<file path="src/efas_pkg.sv">
// ----------------------------------------------------------------------------
// efas_pkg
// Shared constants, types and helpers of the earliest-finish selector.
// ----------------------------------------------------------------------------
package efas_pkg;

  localparam int TYPE_COUNT      = 4;
  localparam int MAX_INSTANCES   = 4;
  localparam int JOB_KINDS       = 8;
  localparam int RUN_TIME_FIELDS = 4;

  localparam int TYPE_W = (TYPE_COUNT > 1) ? $clog2(TYPE_COUNT) : 1;
  localparam int IDX_W  = (MAX_INSTANCES > 1) ? $clog2(MAX_INSTANCES) : 1;
  localparam int CNT_W  = $clog2(MAX_INSTANCES + 1);

  localparam int TIME_W = 48;
  localparam int RUN_W  = 32;
  localparam int FIN_W  = 33;

  localparam int IN_TDATA_W  = 216;
  localparam int IN_TUSER_W  = 2;
  localparam int OUT_TDATA_W = 40;
  localparam int OUT_TUSER_W = 2;
  localparam int CFG_IDX_W   = 1;
  localparam int CFG_DATA_W  = 32;

  // request commands
  localparam logic [1:0] CMD_SELECT = 2'd0;
  localparam logic [1:0] CMD_BUSY   = 2'd1;
  localparam logic [1:0] CMD_FREE   = 2'd2;

  // result status
  localparam logic [1:0] ST_OK      = 2'd0;
  localparam logic [1:0] ST_NO_CAP  = 2'd1;
  localparam logic [1:0] ST_NO_TASK = 2'd2;

  // register indexes
  localparam logic [CFG_IDX_W-1:0] REG_CAP_MAP = 1'd0;
  localparam logic [CFG_IDX_W-1:0] REG_COUNTS  = 1'd1;

  typedef struct packed {
    logic              en;
    logic              busy;
    logic [IDX_W-1:0]  idx;
    logic [TIME_W-1:0] start;
    logic [RUN_W-1:0]  expected;
  } mark_t;

  typedef struct packed {
    logic             found;
    logic [IDX_W-1:0] idx;
    logic [FIN_W-1:0] fin;
  } lane_res_t;

  typedef struct packed {
    logic              found;
    logic [TYPE_W-1:0] ptype;
    logic [IDX_W-1:0]  idx;
    logic [FIN_W-1:0]  fin;
  } pick_t;

  // instance count of type t, clipped to the table depth
  function automatic logic [CNT_W-1:0] count_of(input logic [15:0] counts, input int t);
    logic [3:0] c;
    c = 4'd0;
    if (t < 4) begin
      c = counts[4*t +: 4];
    end
    if (int'(c) > MAX_INSTANCES) begin
      return CNT_W'(MAX_INSTANCES);
    end
    return CNT_W'(c);
  endfunction

  function automatic logic capable(input logic [31:0] cap_map, input logic [2:0] job,
                                   input int t);
    logic [4:0] bit_sel;
    bit_sel = {job, 2'(t)};
    if (t >= RUN_TIME_FIELDS || int'(job) >= JOB_KINDS) begin
      return 1'b0;
    end
    return cap_map[bit_sel];
  endfunction

endpackage

</file>
<file path="src/efas_lane.sv">
// ----------------------------------------------------------------------------
// efas_lane
// Instance table of one accelerator type and a three-stage scan that finds
// the instance with the earliest projected finish.
// ----------------------------------------------------------------------------
module efas_lane (
  input  logic                            clk,
  input  logic                            rst_n,
  input  efas_pkg::mark_t                 mark,
  input  logic                            start,
  input  logic                            capable,
  input  logic [efas_pkg::CNT_W-1:0]      count,
  input  logic [efas_pkg::RUN_W-1:0]      run,
  input  logic [efas_pkg::TIME_W-1:0]     now,
  output efas_pkg::lane_res_t             res,
  output logic                            done
);
  import efas_pkg::*;

  logic [MAX_INSTANCES-1:0] busy_r;
  logic [TIME_W-1:0]        st_mem [MAX_INSTANCES];
  logic [RUN_W-1:0]         ex_mem [MAX_INSTANCES];

  logic             active_r;
  logic [CNT_W-1:0] i_r, cnt_r, i_nxt;

  logic              va_r, busya_r;
  logic [TIME_W-1:0] ela_r;
  logic [RUN_W-1:0]  exa_r;
  logic [IDX_W-1:0]  idxa_r;

  logic             vb_r;
  logic [FIN_W-1:0] finb_r;
  logic [IDX_W-1:0] idxb_r;

  logic             found_r;
  logic [FIN_W-1:0] best_r;
  logic [IDX_W-1:0] besti_r;

  logic [IDX_W-1:0]  rd_idx;
  logic [TIME_W-1:0] rd_st, ex_w;
  logic [RUN_W-1:0]  rem;

  assign rd_idx = i_r[IDX_W-1:0];
  assign rd_st  = st_mem[rd_idx];
  assign i_nxt  = i_r + CNT_W'(1);
  assign ex_w   = TIME_W'(exa_r);

  always_comb begin
    rem = '0;
    if (busya_r && ex_w > ela_r) begin
      rem = RUN_W'(ex_w - ela_r);
    end
  end

  always_ff @(posedge clk) begin
    if (!rst_n) begin
      busy_r <= '0;
    end else if (mark.en) begin
      busy_r[mark.idx] <= mark.busy;
    end
  end

  always_ff @(posedge clk) begin
    if (mark.en && mark.busy) begin
      st_mem[mark.idx] <= mark.start;
      ex_mem[mark.idx] <= mark.expected;
    end
  end

  always_ff @(posedge clk) begin
    if (!rst_n) begin
      active_r <= 1'b0;
      va_r     <= 1'b0;
      vb_r     <= 1'b0;
      found_r  <= 1'b0;
    end else begin
      if (start) begin
        active_r <= capable && (count != '0);
      end else if (active_r && i_nxt == cnt_r) begin
        active_r <= 1'b0;
      end
      va_r <= active_r;
      vb_r <= va_r;
      if (start) begin
        found_r <= 1'b0;
      end else if (vb_r && (!found_r || finb_r < best_r)) begin
        found_r <= 1'b1;
      end
    end
  end

  always_ff @(posedge clk) begin
    if (start) begin
      i_r   <= '0;
      cnt_r <= count;
    end else if (active_r) begin
      i_r <= i_nxt;
    end
    // elapsed time, zero when the clock reads before the start
    ela_r   <= (now >= rd_st) ? (now - rd_st) : '0;
    exa_r   <= ex_mem[rd_idx];
    busya_r <= busy_r[rd_idx];
    idxa_r  <= rd_idx;
    finb_r  <= FIN_W'(run) + FIN_W'(rem);
    idxb_r  <= idxa_r;
    if (vb_r && (!found_r || finb_r < best_r)) begin
      best_r  <= finb_r;
      besti_r <= idxb_r;
    end
  end

  assign done      = !active_r && !va_r && !vb_r;
  assign res.found = found_r;
  assign res.idx   = besti_r;
  assign res.fin   = best_r;

endmodule

</file>
<file path="src/efas_merge.sv">
// ----------------------------------------------------------------------------
// efas_merge
// Walks the lane results from the highest type down, one lane a cycle,
// keeping the first strict minimum.
// ----------------------------------------------------------------------------
module efas_merge (
  input  logic                clk,
  input  logic                rst_n,
  input  logic                start,
  input  efas_pkg::lane_res_t lane_res [efas_pkg::TYPE_COUNT],
  output efas_pkg::pick_t     pick,
  output logic                done
);
  import efas_pkg::*;

  logic              active_r;
  logic [TYPE_W-1:0] lc_r;
  logic              found_r;
  logic [TYPE_W-1:0] ptype_r;
  logic [IDX_W-1:0]  idx_r;
  logic [FIN_W-1:0]  fin_r;
  lane_res_t         cur;
  logic              take;

  assign cur  = lane_res[lc_r];
  assign take = active_r && cur.found && (!found_r || cur.fin < fin_r);

  always_ff @(posedge clk) begin
    if (!rst_n) begin
      active_r <= 1'b0;
      found_r  <= 1'b0;
    end else if (start) begin
      active_r <= 1'b1;
      found_r  <= 1'b0;
    end else if (active_r) begin
      if (lc_r == '0) begin
        active_r <= 1'b0;
      end
      if (take) begin
        found_r <= 1'b1;
      end
    end
  end

  always_ff @(posedge clk) begin
    if (start) begin
      lc_r <= TYPE_W'(TYPE_COUNT - 1);
    end else if (active_r) begin
      lc_r <= lc_r - TYPE_W'(1);
    end
    if (!start && take) begin
      ptype_r <= lc_r;
      idx_r   <= cur.idx;
      fin_r   <= cur.fin;
    end
  end

  assign done       = !active_r;
  assign pick.found = found_r;
  assign pick.ptype = ptype_r;
  assign pick.idx   = idx_r;
  assign pick.fin   = fin_r;

endmodule

</file>
<file path="src/earliest_finish_accel_select.sv">
// ----------------------------------------------------------------------------
// earliest_finish_accel_select
// Picks the accelerator instance with the earliest projected finish for a
// job; mark requests keep the per-instance busy table up to date.
// ----------------------------------------------------------------------------
//  channel | direction | handshake          | payload
//  in_     | slave     | in_tvalid/tready   | tuser cmd, tdata job and times
//  out_    | master    | out_tvalid/tready  | tuser status, tdata choice
//  cfg_    | write     | cfg_wr_en          | cfg_index, cfg_wr_data
//
// A mark request updates the busy table and leaves the block ready for the
// next request. For a select, the lanes scan their instances one per cycle
// through a three-stage pipe, then the merge walks the lanes one per cycle.
// Reset clears the busy flags and the registers.
// A result waits in the output register; a new request is taken meanwhile,
// and a select finishing while the output is still full holds there.
// ----------------------------------------------------------------------------
module earliest_finish_accel_select (
  input  logic                                clk,
  input  logic                                rst_n,
  input  logic                                in_tvalid,
  output logic                                in_tready,
  // cmd[1:0]
  input  logic [efas_pkg::IN_TUSER_W-1:0]     in_tuser,
  // job_kind[2:0], run_time_type0[34:3], run_time_type1[66:35],
  // run_time_type2[98:67], run_time_type3[130:99], now_time[178:131],
  // target_type[180:179], target_index[182:181], occupant_run_time[214:183]
  input  logic [efas_pkg::IN_TDATA_W-1:0]     in_tdata,
  output logic                                out_tvalid,
  input  logic                                out_tready,
  // status[1:0]
  output logic [efas_pkg::OUT_TUSER_W-1:0]    out_tuser,
  // chosen_type[1:0], chosen_index[3:2], projected_finish[36:4]
  output logic [efas_pkg::OUT_TDATA_W-1:0]    out_tdata,
  input  logic                                cfg_wr_en,
  input  logic [efas_pkg::CFG_IDX_W-1:0]      cfg_index,
  input  logic [efas_pkg::CFG_DATA_W-1:0]     cfg_wr_data
);
  import efas_pkg::*;

  localparam logic [2:0] S_IDLE   = 3'd0;
  localparam logic [2:0] S_START  = 3'd1;
  localparam logic [2:0] S_SCAN   = 3'd2;
  localparam logic [2:0] S_MERGE  = 3'd3;
  localparam logic [2:0] S_FINISH = 3'd4;

  logic [2:0] state_r, state_nxt;

  logic [31:0] cap_r;
  logic [15:0] counts_r;

  logic [2:0]        job_r;
  logic [TIME_W-1:0] now_r;
  logic [RUN_W-1:0]  run_r [RUN_TIME_FIELDS];

  logic                   out_valid_r;
  logic [OUT_TUSER_W-1:0] out_tuser_r;
  logic [OUT_TDATA_W-1:0] out_tdata_r;

  logic [1:0]  in_cmd, in_tt, in_ti;
  logic        accept, mark_ok, lanes_start, merge_start, out_load;
  logic [TYPE_COUNT-1:0] lane_done;
  lane_res_t   lane_res [TYPE_COUNT];
  pick_t       pick;
  logic        merge_done;

  assign in_cmd    = in_tuser[1:0];
  assign in_tt     = in_tdata[180:179];
  assign in_ti     = in_tdata[182:181];
  assign in_tready = (state_r == S_IDLE);
  assign accept    = in_tvalid && in_tready;
  assign mark_ok   = accept && (in_cmd == CMD_BUSY || in_cmd == CMD_FREE)
                     && (int'(in_tt) < TYPE_COUNT) && (int'(in_ti) < MAX_INSTANCES);
  assign lanes_start = (state_r == S_START);
  assign merge_start = (state_r == S_SCAN) && (&lane_done);
  assign out_load    = (state_r == S_FINISH) && (!out_valid_r || out_tready);

  always_ff @(posedge clk) begin
    if (!rst_n) begin
      cap_r    <= '0;
      counts_r <= '0;
    end else if (cfg_wr_en) begin
      unique case (cfg_index)
        REG_CAP_MAP: cap_r    <= cfg_wr_data;
        REG_COUNTS:  counts_r <= cfg_wr_data[15:0];
        default: ;
      endcase
    end
  end

  always_comb begin
    state_nxt = state_r;
    unique case (state_r)
      S_IDLE:   if (accept && in_cmd == CMD_SELECT) state_nxt = S_START;
      S_START:  state_nxt = S_SCAN;
      S_SCAN:   if (&lane_done) state_nxt = S_MERGE;
      S_MERGE:  if (merge_done) state_nxt = S_FINISH;
      S_FINISH: if (out_load) state_nxt = S_IDLE;
      default:  state_nxt = S_IDLE;
    endcase
  end

  always_ff @(posedge clk) begin
    if (!rst_n) begin
      state_r <= S_IDLE;
    end else begin
      state_r <= state_nxt;
    end
  end

  always_ff @(posedge clk) begin
    if (accept && in_cmd == CMD_SELECT) begin
      job_r    <= in_tdata[2:0];
      run_r[0] <= in_tdata[34:3];
      run_r[1] <= in_tdata[66:35];
      run_r[2] <= in_tdata[98:67];
      run_r[3] <= in_tdata[130:99];
      now_r    <= in_tdata[178:131];
    end
  end

  for (genvar t = 0; t < TYPE_COUNT; t++) begin : g_lane
    mark_t            mk;
    logic [RUN_W-1:0] lane_run;

    assign mk.en       = mark_ok && (int'(in_tt) == t);
    assign mk.busy     = (in_cmd == CMD_BUSY);
    assign mk.idx      = IDX_W'(in_ti);
    assign mk.start    = in_tdata[178:131];
    assign mk.expected = in_tdata[214:183];

    if (t < RUN_TIME_FIELDS) begin : g_run
      assign lane_run = run_r[t];
    end else begin : g_norun
      assign lane_run = '0;
    end

    efas_lane u_lane (
      .clk     (clk),
      .rst_n   (rst_n),
      .mark    (mk),
      .start   (lanes_start),
      .capable (capable(cap_r, job_r, t)),
      .count   (count_of(counts_r, t)),
      .run     (lane_run),
      .now     (now_r),
      .res     (lane_res[t]),
      .done    (lane_done[t])
    );
  end

  efas_merge u_merge (
    .clk      (clk),
    .rst_n    (rst_n),
    .start    (merge_start),
    .lane_res (lane_res),
    .pick     (pick),
    .done     (merge_done)
  );

  always_ff @(posedge clk) begin
    if (!rst_n) begin
      out_valid_r <= 1'b0;
    end else if (out_load) begin
      out_valid_r <= 1'b1;
    end else if (out_tready) begin
      out_valid_r <= 1'b0;
    end
  end

  always_ff @(posedge clk) begin
    if (out_load) begin
      if (job_r == 3'd0) begin
        out_tuser_r <= ST_NO_TASK;
        out_tdata_r <= '0;
      end else if (!pick.found) begin
        out_tuser_r <= ST_NO_CAP;
        out_tdata_r <= '0;
      end else begin
        out_tuser_r <= ST_OK;
        out_tdata_r <= {3'b000, pick.fin, 2'(pick.idx), 2'(pick.ptype)};
      end
    end
  end

  assign out_tvalid = out_valid_r;
  assign out_tuser  = out_tuser_r;
  assign out_tdata  = out_tdata_r;

endmodule

</file>
<file path="config.mk">
export PLATFORM = sky130hd
export DESIGN_NAME = earliest_finish_accel_select
export DESIGN_NICKNAME = d
export VERILOG_FILES = /design/src/efas_pkg.sv /design/src/efas_lane.sv /design/src/efas_merge.sv /design/src/earliest_finish_accel_select.sv
export SDC_FILE = /design/constraint.sdc
export NUM_CORES = 2
export LEC_CHECK = 0
export BUFFER_PORTS_ARGS = -buffer_cell sky130_fd_sc_hd__buf_2
export CAP_MARGIN = 30
export CORE_MARGIN = 4
export CORE_UTILIZATION = 30
export CTS_BUF_LIST = sky130_fd_sc_hd__clkbuf_8
export DETAILED_ROUTE_END_ITERATION = 6
export HOLD_SLACK_MARGIN = 0.1
export MAX_ROUTING_LAYER = met4
export PLACE_DENSITY_LB_ADDON = 0.25
export SLEW_MARGIN = 40
export SYNTH_ARGS = -nofsm -noshare
export SYNTH_HDL_FRONTEND = slang
export SYNTH_HIERARCHICAL = 1
export SYNTH_SLANG_ARGS = --single-unit
</file>
<file path="constraint.sdc">
create_clock -name clk -period 20.8 [get_ports clk]
set_input_delay 1.04 -clock clk [delete_from_list [all_inputs] [get_ports clk]]
set_output_delay 1.04 -clock clk [all_outputs]
set_load 0.03 [all_outputs]
</file>
# Yosys cells after proc, flatten, opt, wreduce, memory -nomap -nowiden
# Memory sizes are Yosys's and may differ from the RTL's. A register that Yosys moved wholly into a read port is not among the register bits.
# Cells that the tools add are included.
# totals
regBits	726
ram_bits	1408
inputBits	256
out_inout_bits	44
elab_cells	313
memories	9
# classes
add_sub_neg	17
order_cmp	28
eq_ne	17
n_mux	78
n_bitwise	4
n_reduce_logical	89
# mem_list
memory	words	width	read_ports	rd_ports_with_merged_regs	wr	line	text
g_lane[0].u_lane.st_mem	4	48	1	1	1	efas_lane.sv:21	logic [TIME_W-1:0] st_mem [MAX_INSTANCES];
g_lane[1].u_lane.st_mem	4	48	1	1	1	efas_lane.sv:21	
g_lane[2].u_lane.st_mem	4	48	1	1	1	efas_lane.sv:21	
g_lane[3].u_lane.st_mem	4	48	1	1	1	efas_lane.sv:21	
g_lane[0].u_lane.ex_mem	4	32	1	1	1	efas_lane.sv:22	logic [RUN_W-1:0] ex_mem [MAX_INSTANCES];
g_lane[1].u_lane.ex_mem	4	32	1	1	1	efas_lane.sv:22	
3 more memories	-	-	-	-	-	-	
# op_table
cell	n
>= comparator 48 bit	4
> comparator 32 x 48 -> 1 bit	4
subtractor 48 bit	4
less-than comparator 33 bit	5
adder 32 x 32 -> 33 bit	4
two-way mux 32 bit	4
subtractor 32 bit	4
binary-select mux 36 bit (select 2 bit)	1
two-way mux 36 bit	2
logical AND 1 bit	41
two-way mux 1 bit	37
two-way mux 3 bit	12
less-than comparator 5 x 6 -> 1 bit, second input constant	4
logical NOT 1 bit	19
bitwise mux 4 bit	4
> comparator 4 x 3 -> 1 bit, second input constant	4
two-way mux 2 bit	8
less-than comparator 2 x 3 -> 1 bit, second input constant	5
one-hot mux 3 bit (5 select lines)	1
adder 3 x 1 -> 3 bit, second input constant	4
binary-select mux 1 bit (select 3 bit)	4
== test 3 bit	4
nonzero test 3 bit	4
nonzero test 2 bit	5
other kinds (20)	45

# Logic depth before layout (Yosys ltp)
# depth
word_depth	8
ltp_mapped	27
mapped_depth_nobuf	27

# By module
# The synthesis kept the hierarchy.
# modules_own_cells
mod	instances	cells_per_inst	area_each_um2	seq_area_each_um2
efas_lane (g_lane[1].u_lane ...)	2	1759	22855.7	13372.8
efas_lane (g_lane[3].u_lane)	1	1775	23043.4	13372.8
efas_lane (g_lane[0].u_lane)	1	1765	22987.0	13372.8
earliest_finish_accel_select	1	549	9243.9	7587.3
efas_merge	1	215	2951.6	1191.1

# Least setup slack after synthesis
# OpenSTA, ideal clock, no wires.
# synth_timing
kind	flip-flop to flip-flop
startpoint	register state_r[2]
endpoint	memory g_lane[0].u_lane.ex_mem[1][0], enable pin
setup_ns	0.635
t_arrival_ns	7.884
required_ns	20.165
slack_ns	12.281
path_stages_with_launch	7
n_path_buf	1
synth_period_minus_slack_ns	8.519
cell_sequence	dfxtp_1 -> clkbuf_1 -> nor3_1 -> nand3_1 -> nor3_1 -> nand2_1 -> nor3b_1
# synth_rtl
element	line	text
start: declaration	earliest_finish_accel_select.sv:47	logic [2:0] state_r, state_nxt;
start signal: assignment	earliest_finish_accel_select.sv:107	state_r <= state_nxt;
end: declaration	efas_lane.sv:22	

# Final worst setup path
# layout_timing
startpoint	register g_lane[3].u_lane.exa_r[0] (read register of g_lane[3].u_lane.ex_mem)
endpoint	register g_lane[3].u_lane.finb_r[30]
# layout_via
elab_chain_cells	4
word_cells_on_any_way	5
cone_classes	add/sub: 2; order compare: 1; mux: 1; reduce/logical: 1
# layout_lines
element	line	text
start: declaration	efas_lane.sv:29	logic [RUN_W-1:0] exa_r;
> comparator 32 x 48 -> 1 bit	efas_lane.sv:51	if (busya_r && ex_w > ela_r) begin
logical AND 1 bit	efas_lane.sv:51	
two-way mux 32 bit *	efas_lane.sv:51	
adder 32 x 32 -> 33 bit *	efas_lane.sv:105	finb_r <= FIN_W'(run) + FIN_W'(rem);
end signal: assignment	efas_lane.sv:105	
end: declaration	efas_lane.sv:33	logic [FIN_W-1:0] finb_r;
# Mark *: on every way between the ends. The rest lies on a longest branch, timed or not.
# A chain may end at the register's enable or synchronous reset.

==> results.yml <==
placement:
  gp_congestion: 0.934
  numPortBuffers: 295
  preCtsSetupSlack_ps: 14100
  dpl.hpwl_um: 247000
clock_tree:
  cts-buffers-inserted: 391
  clkLatencyLatePin_ps: 1080
  postCtsSetupRepairBufs: 0
  cts.path.max_buffers: 4
  root_buffer: "clkbuf_8"
  clk_pin_slew_ps: 70
  cts_tree: "built"
  ctsHoldBuffers: 121
  cts.sinks: 2267
  cts_resized: 0
  htreeDepth: 5
yosys:
  yosysTopAreaCellShare_pct: 48.7
  yosysTopAreaCell: "edfxtp_1"
  netlist_area_sq_um: 104000
  synth_cells: 7822
  synth-edff-count: 1687
  yosys_warnings: 6
  synth_seq_cells: 2267
  async_flop_share_pct: 0
  ys_seq_area_share_pct: 59.9
  ys_types: 97
  ys.flop_type: "edfxtp_1"
  synth_area_leaders: "edfxtp_1 49%, dfxtp_1 11%, mux4_2 7.8%, ha_1 7.4%, a21oi_1 2.6%"
  post_synth.cell_area_avg_sq_um: 13.3
detailed_routing:
  firstDrtPassIters: 5
  final_antenna_net_count: 0
  routedWlPerCell_um: 24.7
  via_per_inst: 4.98
  drt_wl_total_um: 331000
  vias: 66700
  drc: 0
  drtIter0Drc: 5543
sta:
  relSlewSlack_pct: 40.2
  skew_ps: 95.0
  finalSetupViolCount: 0
  min_period_ps: 6910
  fin_ws_ps: 13890
  timing.fmax_ghz: 0.145
  rsz0062_at_grt: "false"
  finalSetupTns_ps: 0
  period_share_pct: 33.2
  worst_pin_slew_ps: 894
  hold_viol_final: 0
  hold_slack_ps: 224
  report.final.slew_viol_count: 0
finish:
  layout_common_cells: "1,687 x edfxtp_1, 739 x inv_1, 615 x ha_1, 562 x dfxtp_1, 543 x a21oi_1"
  syn_to_final_growth_pct: 15.7
  final_layout_size_suffix_gt1_share_pct: 15.7
  layout_commonest_cell: "edfxtp_1"
  nets: 9361
worst_setup_path:
  cp_data_required_time_ps: 21690
  critPathLaunchType: "flip-flop"
  worstPathMaxFanout: 32
  worstPathArrival_ps: 7800
  worst-setup-path-type: "reg -> reg"
  cp-end-kind: "flip-flop"
global_routing:
  grt-ovfl-total: 0
  grt_pass1_wl_um: 471000
  grt_max_degree: 86
  grt_pass1_vias: 67400
  antenna_found_initial: 53
  track_usage_pct: 18.6
floorplan:
  die_w_um: 597
  die_h_um: 597
  die_area_sq_um: 356000
  pin_count: 300
  core_area_sq_um: 344000
  initial_utilization_pct: 30.2
  placementRows: 215
pwr:
  powerDensity_nw_per_um2: 83.1
  leakage_nw: 45.1
  power_mw: 9.99
  vdd_drop_max_v: 0.0000450
job:
  cap_viol_max_count: 0
worst_hold_path:
  hold_path.class: "in -> reg"
run_status:
  outcome: "complete, no violations"
-- state kept, by name, indices dropped and copies added, names as in the netlist, 32 cells and up, named ones only --
signal	count
g_lane.u_lane/ex_mem	512
u_merge/fin_r	33
g_lane.u_lane/ela_r	192
g_lane.u_lane/best_r	132
out_tdata	37
g_lane.u_lane/st_mem	768
cap_r	32
run_r	128
now_r	48
g_lane.u_lane/finb_r	132
g_lane.u_lane/exa_r	128
-- metrics by stage --
step,instance area [sq um],std cells,utilization (%)
after CTS,120000,13400,34.9
after global routing,120000,13400,35.0
after detailed placement,111000,12500,32.3
after floorplan,104000,7824,-
final,120000,13400,35.0
after global placement,111000,12500,32.3
-- cells in the mapped netlist, drive strengths merged (9+ instances only) --
cell type and instances:
a221oi 12, ha 615, and2 95, o311ai 12
buf 84, o21ai 283, a221o 9, o211ai 24
nand3 110, xor2 151, nor4 38, a21boi 65
a211o 12, o21a 70, dfxtp 580, mux4 368
o21bai 80, o31a 15, a211oi 57, and3 48
xnor2 243, nand2 403, or3 15, or2 18
nor3 85, nor3b 26, nand2b 55, a21o 266
inv 607, a41oi 10, nor2 548, a21oi 552
nor2b 91, fa 12, a2111oi 13, edfxtp 1687
and4 14, o31ai 23, nand4 111, or4 12
a31oi 50, clkbuf 151, a311oi 11
-- logic make-up after synthesis --
family | Yosys count | share of synthesized area [%]
adder cells (fa/ha/maj) | 627 | 7.63
other | 1 | 0.00361
flip-flops | 2267 | 59.9
XOR/XNOR | 394 | 3.32
AO/OA/AOI/OAI | 1618 | 10.0
buffers and inverters | 842 | 3.15
multiplexers | 381 | 8.14
AND/OR/NAND/NOR | 1692 | 7.82
-- layout make-up --
cell class                 instances  area, sq um
clock buffer                     429         5900
tap                             4557         5700
antenna                           24         60.1
sequential                      2267        62300
fill                           33500       224000
timing repair buffer             496         3360
clock inverter                   300         1920
inverter                         607         2280
multi-input combinational       4715        38700
-- layer usage --
metal	track usage (%)	routed length (um)
met5	-	0
met4	5.48	10500
met3	2.67	17600
met2	28.6	150000
met1	25.5	153000
-- report_power, final --
group	internal [mW]	leakage (nW)	switching (mW)
logic	0.360	20.6	0.588
clock network	2.13	4.47	1.93
registers	4.93	20.0	0.0562
total	7.42	45.1	2.57
-- worst max-delay path, cell delays in order, from the launching register on --
cell and delay [ps]:
dfxtp_1 310, inv_1 50, ha_1 160, inv_1 60, fa_1 400, a21o_1 260
a221oi_2 420, nor4b_2 150, or3_1 420, a31oi_1 480, o22a_2 250, o21ai_1 90
o211ai_4 90, buf_4 450, nor2_1 120, ha_1 260, fa_1 480, a211oi_1 340
o21ai_0 200, a21oi_1 340, o21ai_0 170, buf_4 180, a21oi_1 250, o21ai_0 230
nor4_1 280, nor3_1 120, xor2_1 150
-- path summary, 6_finish.rpt --
kind | startpoint | depth (start not counted) | end | slack [ps]
min reg2reg | g_lane[2].u_lane/idxa_r[0] | 0 | g_lane[2].u_lane/idxb_r[0] | 320
min | in_tdata[102] | 1 | run_r[3][3] | 220
max | g_lane[3].u_lane/exa_r[0] | 26 | g_lane[3].u_lane/finb_r[30] | 13890
max reg2reg | g_lane[3].u_lane/exa_r[0] | 26 | g_lane[3].u_lane/finb_r[30] | 13890
Power figures use the tool's default switching activity.
